$ cat config.mk
export PLATFORM = sky130hd
export DESIGN_NAME = batched_delivery_circuit_breaker
export DESIGN_NICKNAME = d
export VERILOG_FILES = /design/src/rtl/bdcb_pkg.sv /design/src/rtl/bdcb_slot_mem.sv /design/src/rtl/bdcb_out_stage.sv /design/src/rtl/bdcb_ctrl.sv /design/src/rtl/batched_delivery_circuit_breaker.sv
export SDC_FILE = /design/constraint.sdc
export NUM_CORES = 1
export LEC_CHECK = 0
export BUFFER_PORTS_ARGS = -buffer_cell sky130_fd_sc_hd__buf_2
export CAP_MARGIN = 25
export CORE_MARGIN = 1
export CORE_UTILIZATION = 40
export CTS_BUF_LIST = sky130_fd_sc_hd__clkbuf_4
export CTS_CLUSTER_SIZE = 10
export DETAILED_ROUTE_END_ITERATION = 12
export PLACE_DENSITY_LB_ADDON = 0.12
export SETUP_SLACK_MARGIN = 0.02
export SYNTH_ARGS = -nofsm -noshare
export SYNTH_HDL_FRONTEND = slang
export SYNTH_SLANG_ARGS = --single-unit
$ cat constraint.sdc
create_clock -name clk -period 10.79 [get_ports clk]
set_input_delay 1.079 -clock clk [delete_from_list [all_inputs] [get_ports clk]]
set_output_delay 1.079 -clock clk [all_outputs]
set_load 0.02 [all_outputs]
$ cat src/rtl/bdcb_pkg.sv
// Shared types, codes and constants for the batched delivery circuit breaker.
`timescale 1ns / 1ps

package bdcb_pkg;

  localparam int DELIVERY_SLOTS_DEF = 8;
  localparam int QUEUE_MAX_DEF      = 1024;

  localparam int CNT_W   = 11;
  localparam int TIMER_W = 27;
  localparam int CFG_W   = 20;
  localparam int IDX_W   = 3;

  // register indexes
  localparam logic [IDX_W-1:0] REG_BATCH_SIZE   = 3'd0;
  localparam logic [IDX_W-1:0] REG_QUEUE_LIMIT  = 3'd1;
  localparam logic [IDX_W-1:0] REG_BATCH_DELAY  = 3'd2;
  localparam logic [IDX_W-1:0] REG_MAX_ATTEMPTS = 3'd3;
  localparam logic [IDX_W-1:0] REG_RETRY_BASE   = 3'd4;
  localparam logic [IDX_W-1:0] REG_FAIL_THRESH  = 3'd5;
  localparam logic [IDX_W-1:0] REG_COOLDOWN     = 3'd6;

  localparam logic [10:0] BATCH_SIZE_RST   = 11'd10;
  localparam logic [10:0] QUEUE_LIMIT_RST  = 11'd1024;
  localparam logic [15:0] BATCH_DELAY_RST  = 16'd100;
  localparam logic [3:0]  MAX_ATTEMPTS_RST = 4'd3;
  localparam logic [11:0] RETRY_BASE_RST   = 12'd100;
  localparam logic [7:0]  FAIL_THRESH_RST  = 8'd5;
  localparam logic [19:0] COOLDOWN_RST     = 20'd30000;

  // commands
  localparam logic [1:0] CMD_TICK    = 2'd0;
  localparam logic [1:0] CMD_CAPTURE = 2'd1;
  localparam logic [1:0] CMD_FLUSH   = 2'd2;
  localparam logic [1:0] CMD_OUTCOME = 2'd3;

  // result kinds
  localparam logic [3:0] KIND_QUEUED       = 4'd0;
  localparam logic [3:0] KIND_DROP_FULL    = 4'd1;
  localparam logic [3:0] KIND_SEND         = 4'd2;
  localparam logic [3:0] KIND_DROP_CIRCUIT = 4'd3;
  localparam logic [3:0] KIND_RESEND       = 4'd4;
  localparam logic [3:0] KIND_GAVE_UP      = 4'd5;
  localparam logic [3:0] KIND_SUCCEEDED    = 4'd6;
  localparam logic [3:0] KIND_NO_SLOT      = 4'd7;
  localparam logic [3:0] KIND_RETRY_SCHED  = 4'd8;

  // circuit modes
  localparam logic [1:0] MODE_CLOSED    = 2'd0;
  localparam logic [1:0] MODE_OPEN      = 2'd1;
  localparam logic [1:0] MODE_HALF_OPEN = 2'd2;

  typedef struct packed {
    logic [3:0]       kind;
    logic [2:0]       slot;
    logic [CNT_W-1:0] count;
    logic [3:0]       attempt;
    logic [CNT_W-1:0] depth;
    logic [1:0]       mode;
  } result_t;

  // slot memory entry; free/busy lives in flops beside the memory
  typedef struct packed {
    logic               retry;
    logic [3:0]         attempt;
    logic [CNT_W-1:0]   count;
    logic [TIMER_W-1:0] timer;
  } slot_entry_t;

  localparam int ENTRY_W = $bits(slot_entry_t);

endpackage

$ cat src/rtl/bdcb_slot_mem.sv
// Delivery slot table: one write port, one registered read port.
`timescale 1ns / 1ps

module bdcb_slot_mem
  import bdcb_pkg::*;
#(
  parameter int SLOTS = DELIVERY_SLOTS_DEF,
  parameter int AW    = 3
) (
  input  logic               clk,
  input  logic               re,
  input  logic [AW-1:0]      raddr,
  input  logic               we,
  input  logic [AW-1:0]      waddr,
  input  logic [ENTRY_W-1:0] wdata,
  output logic [ENTRY_W-1:0] rdata
);

  logic [ENTRY_W-1:0] mem [SLOTS];
  logic [ENTRY_W-1:0] rdata_r;

  always_ff @(posedge clk) begin
    if (we) begin
      mem[waddr] <= wdata;
    end
    if (re) begin
      rdata_r <= mem[raddr];
    end
  end

  assign rdata = rdata_r;

endmodule

$ cat src/rtl/bdcb_out_stage.sv
// Result hold stage and output register; marks the last word of each item.
`timescale 1ns / 1ps

module bdcb_out_stage
  import bdcb_pkg::*;
(
  input  logic    clk,
  input  logic    rst_n,
  input  logic    push,
  input  logic    done,
  input  result_t res,
  output logic    rdy,
  output logic    out_valid,
  input  logic    out_ready,
  output result_t out_res,
  output logic    out_last
);

  logic    hold_v_r, hold_v_nxt;
  result_t hold_r;
  logic    out_v_r, out_v_nxt;
  result_t out_r;
  logic    last_r;
  logic    load_out;

  assign rdy      = !hold_v_r || !out_v_r || out_ready;
  assign load_out = (push || done) && hold_v_r && rdy;

  always_comb begin
    hold_v_nxt = hold_v_r;
    if (push && rdy) begin
      hold_v_nxt = 1'b1;
    end else if (done && rdy) begin
      hold_v_nxt = 1'b0;
    end
    if (load_out) begin
      out_v_nxt = 1'b1;
    end else if (out_ready) begin
      out_v_nxt = 1'b0;
    end else begin
      out_v_nxt = out_v_r;
    end
  end

  always_ff @(posedge clk) begin
    if (!rst_n) begin
      hold_v_r <= 1'b0;
      out_v_r  <= 1'b0;
    end else begin
      hold_v_r <= hold_v_nxt;
      out_v_r  <= out_v_nxt;
    end
  end

  always_ff @(posedge clk) begin
    if (push && rdy) begin
      hold_r <= res;
    end
    if (load_out) begin
      out_r  <= hold_r;
      last_r <= done;
    end
  end

  assign out_valid = out_v_r;
  assign out_res   = out_r;
  assign out_last  = last_r;

endmodule

$ cat src/rtl/bdcb_ctrl.sv
// Sequencer: queue, batch timer, circuit breaker and slot read-modify-write.
`timescale 1ns / 1ps

module bdcb_ctrl
  import bdcb_pkg::*;
#(
  parameter int SLOTS     = DELIVERY_SLOTS_DEF,
  parameter int QUEUE_MAX = QUEUE_MAX_DEF,
  parameter int AW        = 3
) (
  input  logic               clk,
  input  logic               rst_n,
  input  logic               cfg_we,
  input  logic [IDX_W-1:0]   cfg_index,
  input  logic [CFG_W-1:0]   cfg_data,
  input  logic               in_valid,
  output logic               in_ready,
  input  logic [1:0]         in_cmd,
  input  logic [2:0]         in_slot,
  input  logic               in_ok,
  output logic               push,
  output logic               done,
  output result_t            res,
  input  logic               stage_rdy,
  output logic               mem_re,
  output logic [AW-1:0]      mem_raddr,
  output logic               mem_we,
  output logic [AW-1:0]      mem_waddr,
  output logic [ENTRY_W-1:0] mem_wdata,
  input  logic [ENTRY_W-1:0] mem_rdata
);

  localparam logic [2:0] ST_IDLE  = 3'd0;
  localparam logic [2:0] ST_TICK  = 3'd1;
  localparam logic [2:0] ST_TBAT  = 3'd2;
  localparam logic [2:0] ST_CAP   = 3'd3;
  localparam logic [2:0] ST_FLUSH = 3'd4;
  localparam logic [2:0] ST_OMOD  = 3'd5;
  localparam logic [2:0] ST_STRAY = 3'd6;
  localparam logic [2:0] ST_DONE  = 3'd7;

  localparam logic [AW-1:0]    LAST_SLOT = AW'(SLOTS - 1);
  localparam logic [CNT_W-1:0] QMAX_C    = CNT_W'(QUEUE_MAX);

  logic [2:0]         state_r, state_nxt;
  logic [10:0]        batch_size_r, batch_size_nxt;
  logic [10:0]        queue_limit_r, queue_limit_nxt;
  logic [15:0]        batch_delay_r, batch_delay_nxt;
  logic [3:0]         max_att_r, max_att_nxt;
  logic [11:0]        retry_base_r, retry_base_nxt;
  logic [7:0]         fail_thr_r, fail_thr_nxt;
  logic [19:0]        cooldown_r, cooldown_nxt;
  logic [CNT_W-1:0]   queued_r, queued_nxt;
  logic [15:0]        btimer_r, btimer_nxt;
  logic               armed_r, armed_nxt;
  logic [7:0]         fail_cnt_r, fail_cnt_nxt;
  logic               tripped_r, tripped_nxt;
  logic [19:0]        cool_left_r, cool_left_nxt;
  logic               probe_r, probe_nxt;
  logic [SLOTS-1:0]   busy_r, busy_nxt;
  logic [AW-1:0]      s_r, s_nxt;
  logic [2:0]         slot_r;
  logic               ok_r;

  slot_entry_t        ent, wr_ent;
  logic               free_found;
  logic [AW-1:0]      free_idx;
  logic [CNT_W-1:0]   limit;
  logic [CNT_W-1:0]   q_inc;
  logic [7:0]         fail_inc;
  logic               in_range;
  logic [AW-1:0]      in_idx;
  logic               need_fire;

  function automatic logic [TIMER_W-1:0] retry_delay(input logic [11:0] base,
                                                     input logic [3:0] att);
    logic [3:0]         sh;
    logic [TIMER_W-1:0] d;
    sh = (att == 4'd0) ? 4'd0 : att - 4'd1;
    d  = TIMER_W'(base) << sh;
    return (d == '0) ? TIMER_W'(1) : d;
  endfunction

  function automatic logic [1:0] mode_of(input logic tripped, input logic [19:0] left);
    if (!tripped) begin
      return MODE_CLOSED;
    end
    return (left != '0) ? MODE_OPEN : MODE_HALF_OPEN;
  endfunction

  always_comb begin
    free_found = 1'b0;
    free_idx   = '0;
    for (int i = SLOTS - 1; i >= 0; i--) begin
      if (!busy_r[i]) begin
        free_found = 1'b1;
        free_idx   = AW'(i);
      end
    end
  end

  assign ent       = slot_entry_t'(mem_rdata);
  assign limit     = (32'(queue_limit_r) > QUEUE_MAX) ? QMAX_C : queue_limit_r;
  assign q_inc     = queued_r + CNT_W'(1);
  assign fail_inc  = (fail_cnt_r != 8'hFF) ? fail_cnt_r + 8'd1 : fail_cnt_r;
  assign in_range  = 32'(in_slot) < SLOTS;
  assign in_idx    = AW'(in_slot);
  assign need_fire = busy_r[s_r] && ent.retry && (ent.timer <= TIMER_W'(1));
  assign in_ready  = (state_r == ST_IDLE);

  always_comb begin
    state_nxt       = state_r;
    batch_size_nxt  = batch_size_r;
    queue_limit_nxt = queue_limit_r;
    batch_delay_nxt = batch_delay_r;
    max_att_nxt     = max_att_r;
    retry_base_nxt  = retry_base_r;
    fail_thr_nxt    = fail_thr_r;
    cooldown_nxt    = cooldown_r;
    queued_nxt      = queued_r;
    btimer_nxt      = btimer_r;
    armed_nxt       = armed_r;
    fail_cnt_nxt    = fail_cnt_r;
    tripped_nxt     = tripped_r;
    cool_left_nxt   = cool_left_r;
    probe_nxt       = probe_r;
    busy_nxt        = busy_r;
    s_nxt           = s_r;
    push            = 1'b0;
    done            = 1'b0;
    res             = '0;
    mem_re          = 1'b0;
    mem_raddr       = s_r;
    mem_we          = 1'b0;
    mem_waddr       = s_r;
    wr_ent          = ent;

    case (state_r)
      ST_IDLE: begin
        if (cfg_we) begin
          case (cfg_index)
            REG_BATCH_SIZE:   batch_size_nxt  = cfg_data[10:0];
            REG_QUEUE_LIMIT:  queue_limit_nxt = cfg_data[10:0];
            REG_BATCH_DELAY:  batch_delay_nxt = cfg_data[15:0];
            REG_MAX_ATTEMPTS: max_att_nxt     = cfg_data[3:0];
            REG_RETRY_BASE:   retry_base_nxt  = cfg_data[11:0];
            REG_FAIL_THRESH:  fail_thr_nxt    = cfg_data[7:0];
            REG_COOLDOWN:     cooldown_nxt    = cfg_data[19:0];
            default: ;
          endcase
        end
        if (in_valid) begin
          case (in_cmd)
            CMD_TICK: begin
              if (cool_left_r != '0) begin
                cool_left_nxt = cool_left_r - 20'd1;
              end
              mem_re    = 1'b1;
              mem_raddr = '0;
              s_nxt     = '0;
              state_nxt = ST_TICK;
            end
            CMD_CAPTURE: state_nxt = ST_CAP;
            CMD_FLUSH:   state_nxt = ST_FLUSH;
            default: begin
              if (in_range && busy_r[in_idx]) begin
                mem_re    = 1'b1;
                mem_raddr = in_idx;
                s_nxt     = in_idx;
                state_nxt = ST_OMOD;
              end else begin
                state_nxt = ST_STRAY;
              end
            end
          endcase
        end
      end

      ST_TICK: begin
        if (!need_fire || stage_rdy) begin
          if (need_fire) begin
            wr_ent.retry = 1'b0;
            wr_ent.timer = '0;
            if (ent.attempt != 4'hF) begin
              wr_ent.attempt = ent.attempt + 4'd1;
            end
            mem_we      = 1'b1;
            push        = 1'b1;
            res.kind    = KIND_RESEND;
            res.slot    = 3'(s_r);
            res.count   = ent.count;
            res.attempt = wr_ent.attempt;
          end else if (busy_r[s_r] && ent.retry) begin
            wr_ent.timer = ent.timer - TIMER_W'(1);
            mem_we       = 1'b1;
          end
          if (s_r == LAST_SLOT) begin
            state_nxt = ST_TBAT;
          end else begin
            mem_re    = 1'b1;
            mem_raddr = s_r + AW'(1);
            s_nxt     = s_r + AW'(1);
          end
        end
      end

      ST_TBAT: begin
        if (armed_r && (btimer_r <= 16'd1)) begin
          state_nxt = ST_FLUSH;
        end else begin
          if (armed_r) begin
            btimer_nxt = btimer_r - 16'd1;
          end
          state_nxt = ST_DONE;
        end
      end

      ST_CAP: begin
        if (stage_rdy) begin
          push      = 1'b1;
          state_nxt = ST_DONE;
          if (queued_r >= limit) begin
            res.kind = KIND_DROP_FULL;
          end else begin
            res.kind   = KIND_QUEUED;
            queued_nxt = q_inc;
            if (q_inc >= batch_size_r) begin
              state_nxt = ST_FLUSH;
            end else if (!armed_r) begin
              armed_nxt  = 1'b1;
              btimer_nxt = batch_delay_r;
            end
          end
        end
      end

      ST_FLUSH: begin
        if (queued_r == '0 || stage_rdy) begin
          armed_nxt  = 1'b0;
          btimer_nxt = '0;
          queued_nxt = '0;
          state_nxt  = ST_DONE;
          res.count  = queued_r;
          if (queued_r != '0) begin
            push = 1'b1;
            if (tripped_r && (cool_left_r != '0 || probe_r)) begin
              res.kind = KIND_DROP_CIRCUIT;
            end else if (!free_found) begin
              res.kind = KIND_NO_SLOT;
            end else begin
              if (tripped_r) begin
                probe_nxt = 1'b1;
              end
              busy_nxt[free_idx] = 1'b1;
              wr_ent.retry   = 1'b0;
              wr_ent.attempt = 4'd1;
              wr_ent.count   = queued_r;
              wr_ent.timer   = '0;
              mem_we         = 1'b1;
              mem_waddr      = free_idx;
              res.kind       = KIND_SEND;
              res.slot       = 3'(free_idx);
              res.attempt    = 4'd1;
            end
          end
        end
      end

      ST_OMOD: begin
        if (stage_rdy) begin
          push      = 1'b1;
          state_nxt = ST_DONE;
          res.slot  = slot_r;
          if (ent.retry) begin
            res.kind = KIND_NO_SLOT;
          end else if (ok_r) begin
            fail_cnt_nxt  = '0;
            tripped_nxt   = 1'b0;
            cool_left_nxt = '0;
            probe_nxt     = 1'b0;
            busy_nxt[s_r] = 1'b0;
            res.kind      = KIND_SUCCEEDED;
            res.count     = ent.count;
            res.attempt   = ent.attempt;
          end else if (ent.attempt < max_att_r) begin
            wr_ent.retry = 1'b1;
            wr_ent.timer = retry_delay(retry_base_r, ent.attempt);
            mem_we       = 1'b1;
            res.kind     = KIND_RETRY_SCHED;
            res.count    = ent.count;
            res.attempt  = ent.attempt + 4'd1;
          end else begin
            fail_cnt_nxt = fail_inc;
            if (fail_inc >= fail_thr_r) begin
              tripped_nxt   = 1'b1;
              cool_left_nxt = cooldown_r;
              probe_nxt     = 1'b0;
            end
            busy_nxt[s_r] = 1'b0;
            res.kind      = KIND_GAVE_UP;
            res.count     = ent.count;
            res.attempt   = ent.attempt;
          end
        end
      end

      ST_STRAY: begin
        if (stage_rdy) begin
          push      = 1'b1;
          res.kind  = KIND_NO_SLOT;
          res.slot  = slot_r;
          state_nxt = ST_DONE;
        end
      end

      ST_DONE: begin
        done = 1'b1;
        if (stage_rdy) begin
          state_nxt = ST_IDLE;
        end
      end

      default: state_nxt = ST_IDLE;
    endcase

    res.depth = queued_nxt;
    res.mode  = mode_of(tripped_nxt, cool_left_nxt);
  end

  assign mem_wdata = wr_ent;

  always_ff @(posedge clk) begin
    if (!rst_n) begin
      state_r       <= ST_IDLE;
      batch_size_r  <= BATCH_SIZE_RST;
      queue_limit_r <= QUEUE_LIMIT_RST;
      batch_delay_r <= BATCH_DELAY_RST;
      max_att_r     <= MAX_ATTEMPTS_RST;
      retry_base_r  <= RETRY_BASE_RST;
      fail_thr_r    <= FAIL_THRESH_RST;
      cooldown_r    <= COOLDOWN_RST;
      queued_r      <= '0;
      btimer_r      <= '0;
      armed_r       <= 1'b0;
      fail_cnt_r    <= '0;
      tripped_r     <= 1'b0;
      cool_left_r   <= '0;
      probe_r       <= 1'b0;
      busy_r        <= '0;
      s_r           <= '0;
    end else begin
      state_r       <= state_nxt;
      batch_size_r  <= batch_size_nxt;
      queue_limit_r <= queue_limit_nxt;
      batch_delay_r <= batch_delay_nxt;
      max_att_r     <= max_att_nxt;
      retry_base_r  <= retry_base_nxt;
      fail_thr_r    <= fail_thr_nxt;
      cooldown_r    <= cooldown_nxt;
      queued_r      <= queued_nxt;
      btimer_r      <= btimer_nxt;
      armed_r       <= armed_nxt;
      fail_cnt_r    <= fail_cnt_nxt;
      tripped_r     <= tripped_nxt;
      cool_left_r   <= cool_left_nxt;
      probe_r       <= probe_nxt;
      busy_r        <= busy_nxt;
      s_r           <= s_nxt;
    end
  end

  always_ff @(posedge clk) begin
    if (in_valid && in_ready) begin
      slot_r <= in_slot;
      ok_r   <= in_ok;
    end
  end

endmodule

$ cat src/rtl/batched_delivery_circuit_breaker.sv
// Top level: batched report delivery with circuit breaker and retry backoff.
`timescale 1ns / 1ps

// One input word at a time. A tick reads, ages and writes back each delivery
// slot through the slot memory at one slot per cycle while no resend waits on
// a stalled output, then steps the batch timer and flushes when it fires. A
// result word that waits on a stalled output holds the sequencer. The output
// register holds the last result while the next input word is accepted. Slot
// free/busy flags reset at once, so no clearing pass follows reset.
// Configuration writes are taken only between input words.
module batched_delivery_circuit_breaker
  import bdcb_pkg::*;
#(
  parameter int DELIVERY_SLOTS = DELIVERY_SLOTS_DEF,
  parameter int QUEUE_MAX      = QUEUE_MAX_DEF
) (
  input  logic             clk,
  input  logic             rst_n,
  input  logic             cfg_we,
  input  logic [IDX_W-1:0] cfg_index,
  input  logic [CFG_W-1:0] cfg_data,
  input  logic             in_tvalid,
  output logic             in_tready,
  input  logic [7:0]       in_tdata,  // command[1:0], slot[4:2], delivery_ok[5]
  output logic             out_tvalid,
  input  logic             out_tready,
  // out_slot[2:0], batch_count[13:3], attempt_number[17:14],
  // queue_depth[28:18], circuit_mode[30:29]
  output logic [31:0]      out_tdata,
  output logic [3:0]       out_tuser, // kind[3:0]
  output logic             out_tlast
);

  localparam int AW = (DELIVERY_SLOTS > 1) ? $clog2(DELIVERY_SLOTS) : 1;

  logic               push, done, stage_rdy;
  result_t            res, out_res;
  logic               mem_re, mem_we;
  logic [AW-1:0]      mem_raddr, mem_waddr;
  logic [ENTRY_W-1:0] mem_wdata, mem_rdata;

  bdcb_ctrl #(
    .SLOTS     (DELIVERY_SLOTS),
    .QUEUE_MAX (QUEUE_MAX),
    .AW        (AW)
  ) u_ctrl (
    .clk       (clk),
    .rst_n     (rst_n),
    .cfg_we    (cfg_we),
    .cfg_index (cfg_index),
    .cfg_data  (cfg_data),
    .in_valid  (in_tvalid),
    .in_ready  (in_tready),
    .in_cmd    (in_tdata[1:0]),
    .in_slot   (in_tdata[4:2]),
    .in_ok     (in_tdata[5]),
    .push      (push),
    .done      (done),
    .res       (res),
    .stage_rdy (stage_rdy),
    .mem_re    (mem_re),
    .mem_raddr (mem_raddr),
    .mem_we    (mem_we),
    .mem_waddr (mem_waddr),
    .mem_wdata (mem_wdata),
    .mem_rdata (mem_rdata)
  );

  bdcb_slot_mem #(
    .SLOTS (DELIVERY_SLOTS),
    .AW    (AW)
  ) u_slot_mem (
    .clk   (clk),
    .re    (mem_re),
    .raddr (mem_raddr),
    .we    (mem_we),
    .waddr (mem_waddr),
    .wdata (mem_wdata),
    .rdata (mem_rdata)
  );

  bdcb_out_stage u_out_stage (
    .clk       (clk),
    .rst_n     (rst_n),
    .push      (push),
    .done      (done),
    .res       (res),
    .rdy       (stage_rdy),
    .out_valid (out_tvalid),
    .out_ready (out_tready),
    .out_res   (out_res),
    .out_last  (out_tlast)
  );

  assign out_tuser = out_res.kind;
  assign out_tdata = {1'b0, out_res.mode, out_res.depth, out_res.attempt,
                      out_res.count, out_res.slot};

`ifndef NO_ASSERTIONS
  a_busy_after_accept: assert property (@(posedge clk) disable iff (!rst_n)
    (in_tvalid && in_tready) |=> !in_tready)
    else $error("input accepted while an item is in flight");

  a_idle_after_done: assert property (@(posedge clk) disable iff (!rst_n)
    (done && stage_rdy) |=> in_tready)
    else $error("sequencer did not return to idle after last word");

  a_no_rw_collision: assert property (@(posedge clk) disable iff (!rst_n)
    (mem_we && mem_re) |-> (mem_waddr != mem_raddr))
    else $error("slot memory read and write hit the same entry");

  a_no_push_with_done: assert property (@(posedge clk) disable iff (!rst_n)
    done |-> !push)
    else $error("result pushed in the end-of-item cycle");
`endif

endmodule
==> metrics.md <==
| Metric | Value |
|---|---|
| Status | `complete, no violations` |
| Drt pass-1 iters | `5` |
| RSZ-0062 raised after global routing | `no` |
| Post-layout min period | `5.63 ns` |
| Post-synth cell types | `97` |
| Final instance count without filler cells | `3681` |
| Asr flop ratio synth | `0%` |
| Largest net degree at the start of global routing | `58` |
| Yosys warns | `0` |
| Drt total wl | `between 80000 and 90000 um` |
| Slowest stage delay, CP | `a little over 0.7 ns` |
| Startpoint Class | `flip-flop` |
| Number of synthesized flops with an enable pin | `462` |
| Detailed-route DRC error count | `0` |
| Postcts setup bufs | `0` |
| Skew final | `0.0973 ns` |
| Worst min-delay path class | `in2reg` |
| GRT Total Usage | `22.5%` |
| R2R setup slack | `5.16 ns` |
| Cell family with most CP delay | `simple AND/OR/NAND/NOR gates` |
| Congestion Overflow GR | `0` |
| R2r worst-path depth | `12` |
| PnR Total Power | `around 8600 uW` |
| Final period util | `between 50 and 60%` |
| IO Port Bufs | `71` |
| WP buf/inv | `2` |
| Antenna-violating nets left | `0` |
| DP Wirelength | `51200 um` |
| Initial antenna violation count | `2` |
| Clock root cell | `clkbuf_4` |
| Fmax | `178 MHz` |
| Synthesis-to-finish area growth | `12.0%` |
| Clock buffer depth | `3` |
| End of the worst register-to-register path | `u_slot_mem.mem[2][5]` |
| Leakage | `0.0118 uW` |
| Post-synthesis register bit count | `618` |
| Vias in the first global route | `20600` |
| Rows | `98` |
| Cells after synthesis | `about 2500` |
| Sw frac | `37.7%` |
| Final Max Slew Viols | `0` |
| Synth Cell Area | `28900 um^2` |
| Vias | `approximately 21000` |
| Power per cell area | `approximately 270 nW/um^2` |
| First-pass GRT wire length | `approximately 130000 um` |
| DIE AREA | `73400 um^2` |
| Sequential fraction of the synthesis area | `around three fifths` |
| WP depth | `12` |
| Internal power | `5360 uW` |
| WP data required | `between 10 and 15 ns` |
| Clock power frac | `roughly a quarter` |
| Clk pin slew, worst setup/hold paths | `about 0.060 ns` |
| Core area | `71500 um^2` |
| Die height | `271 um` |
| Synthesized net count | `2550` |
| Reg2reg start | `u_slot_mem.rdata[38]` |
| Max_slew headroom | `around 29%` |
| Worst path slowest cell | `a211oi_1` |
| DR vias/cell | `5.72` |
| Nets | `2691` |
| Worst Max-Slew Pin Slew | `1.06 ns` |
| Crit path to | `u_slot_mem.mem[2][5]` |
| Initial DRC count | `1671` |
| CTS tree | `done` |
| MaxCap Viol Count | `0` |
| Seq pwr share | `about two fifths` |
| NetSw | `about 3200 uW` |
| H-tree depth | `4` |
| Post-Place Cells | `3382` |
| Avg Synthesized Cell Area | `11.7 um^2` |
| Logic pwr share | `35.3%` |
| Num CTS Buffers | `166` |
| Worst VDD drop | `0.197 mV` |
| Fraction of layout instances using a drive strength above 1 | `18.7%` |
| Crit path capture type | `flip-flop` |
| Critical Path Source | `u_slot_mem.rdata[38]` |
| Routed wire per std cell | `~23 um` |
| Die X | `271 um` |
| Top Ports | `75` |
| Placer Congestion | `0.886` |
| Post-cts sizing count | `0` |
| Setup tns final | `0 ns` |
| Cts hold-fix bufs | `0` |
| Final Hold Viols | `0` |
| Clock sink count | `~620` |
| # setup viols final | `0` |
| CP cell instances | `buf_4, clkinv_1, ha_1, or3b_1, a211oi_1, mux2_2, mux2i_1, or3_1, a221oi_1, nand4_1, nand2_1, o211ai_1` |
| Ys flop type | `edfxtp_1` |
| Starting Density | `40.5%` |
| Skew-Pair Late Insertion Delay | `1.05 ns` |
| Crit path DAT | `6.24 ns` |
| Crit Path Max Fanout | `31` |
| Critical path class | `reg2reg` |
logic make-up (layout without fill, tap and decap cells):
logic type	after synthesis	in the layout	share of synthesized area (%)
AND/OR/NAND/NOR	797	797	13.1
multiplexers	194	194	6.95
flip-flops	618	618	58.7
AO/OA/AOI/OAI	575	575	15.1
other	1	10	0.0130
buffers and inverters	209	466	3.31
adder cells (fa/ha/maj)	49	49	2.12
XOR/XNOR	22	22	0.666
stage by stage:
step,setup slack [ns],hold WS [ns],utilization [%],instance area [um^2]
global route,4.87,0.182,45.3,32400
finish,5.16,0.274,45.3,32400
floorplan,0.456,0.400,-,28900
detailed placement,5.21,0.405,42.3,30200
CTS,5.20,0.154,45.2,32300
global placement,5.17,0.402,42.2,30200
registers in the layout, indices dropped and copies added (netlist names), 4 cells and up:
signal	flops
u_ctrl.retry_base_r	12
u_out_stage.hold_r	35
u_ctrl.btimer_r	16
u_ctrl.max_att_r	4
u_ctrl.queued_r	11
u_ctrl.cooldown_r	20
u_slot_mem.mem	344
u_ctrl.cool_left_r	20
u_ctrl.batch_delay_r	16
u_out_stage.out_res	35
u_ctrl.batch_size_r	11
u_slot_mem.rdata	43
u_ctrl.fail_thr_r	8
u_ctrl.busy_r	8
u_ctrl.fail_cnt_r	8
u_ctrl.queue_limit_r	11
area by class of cell:
type	instances	area (um^2)
fillers	6672	39100
well taps	950	1190
repair buffers	125	764
flip-flops and latches	618	17000
multi-input cells	1638	11100
clock buffers	237	1780
inverters	57	215
clock inverters	47	329
diodes	9	22.5
cells in the final DEF, fill, tap and decap left out, types with 16 or more instances in the layout:
cell        n
mux2_2     23
dfxtp_1   156
mux2i_1   165
a211oi_1   22
nand2b_1   18
a21o_1     20
nor4_1     19
o21ai_0    94
a22o_1     16
xnor2_1    20
nor3_1     48
o211ai_1   25
clkbuf_4  237
buf_4      47
and2_1     35
nor2_1    148
edfxtp_1  462
a21oi_1   135
nand3_1    64
a221oi_2   44
and3_1     21
a32o_1     44
or3_1      18
o31ai_1    17
buf_2      75
nand2_1   328
clkinv_1   28
ha_1       49
inv_1      54
per-layer routing:
| layer | track usage [%] | vias to the layer above | routed length (um) |
|---|---|---|---|
| li1 | - | 9764 | - |
| met1 | 29.8 | 10500 | 37400 |
| met2 | 35.8 | 621 | 39100 |
| met3 | 5.12 | 141 | 4450 |
| met4 | 8.09 | 0 | 2080 |
| met5 | 0 | - | 0 |
power by group through the flow:
stage,logic (uW),registers (uW),clock network (uW)
global placement,2960,3520,0
global route,3290,3520,2280
floorplan,2200,3440,0
CTS,3030,3480,2160
detailed placement,3010,3530,0
finish,3040,3480,2080
Yosys cell counts, types with 15 or more instances:
cell,number,area [um^2]
edfxtp_1,462,13900
nand2_1,328,1230
mux2i_1,166,1660
nor2_1,157,589
dfxtp_1,156,3120
a21oi_1,135,676
clkbuf_1,108,405
o21ai_0,95,475
nand3_1,64,320
inv_1,55,206
ha_1,49,613
nor3_1,48,240
a221oi_2,44,661
a32o_1,44,440
and2_1,36,225
o211ai_1,25,188
mux2_2,23,259
a211oi_1,22,165
and3_1,21,131
buf_2,21,105
a21o_1,20,150
xnor2_1,20,175
nor4_1,19,119
nand2b_1,18,113
or3_1,18,113
o31ai_1,17,128
a22o_1,16,140
nor2b_1,16,100
a31oi_1,15,93.8
nand4_1,15,93.8
how the worst min path moves through the flow:
| stage | start | end | slack (ns) | depth (start not counted) |
|---|---|---|---|---|
| after floorplan | u_out_stage.hold_r[0] | u_out_stage.out_res[0] | 0.40 | 0 |
| after global placement | u_out_stage.hold_r[9] | u_out_stage.out_res[9] | 0.40 | 0 |
| after detailed placement | u_out_stage.hold_r[24] | u_out_stage.out_res[24] | 0.40 | 0 |
| after CTS | cfg_data[16] | u_ctrl.cooldown_r[16] | 0.15 | 3 |
| after global routing | in_tdata[3] | u_ctrl.slot_r[1] | 0.18 | 1 |
| final | in_tdata[3] | u_ctrl.slot_r[1] | 0.27 | 1 |
(Power assumes the default switching activity.)
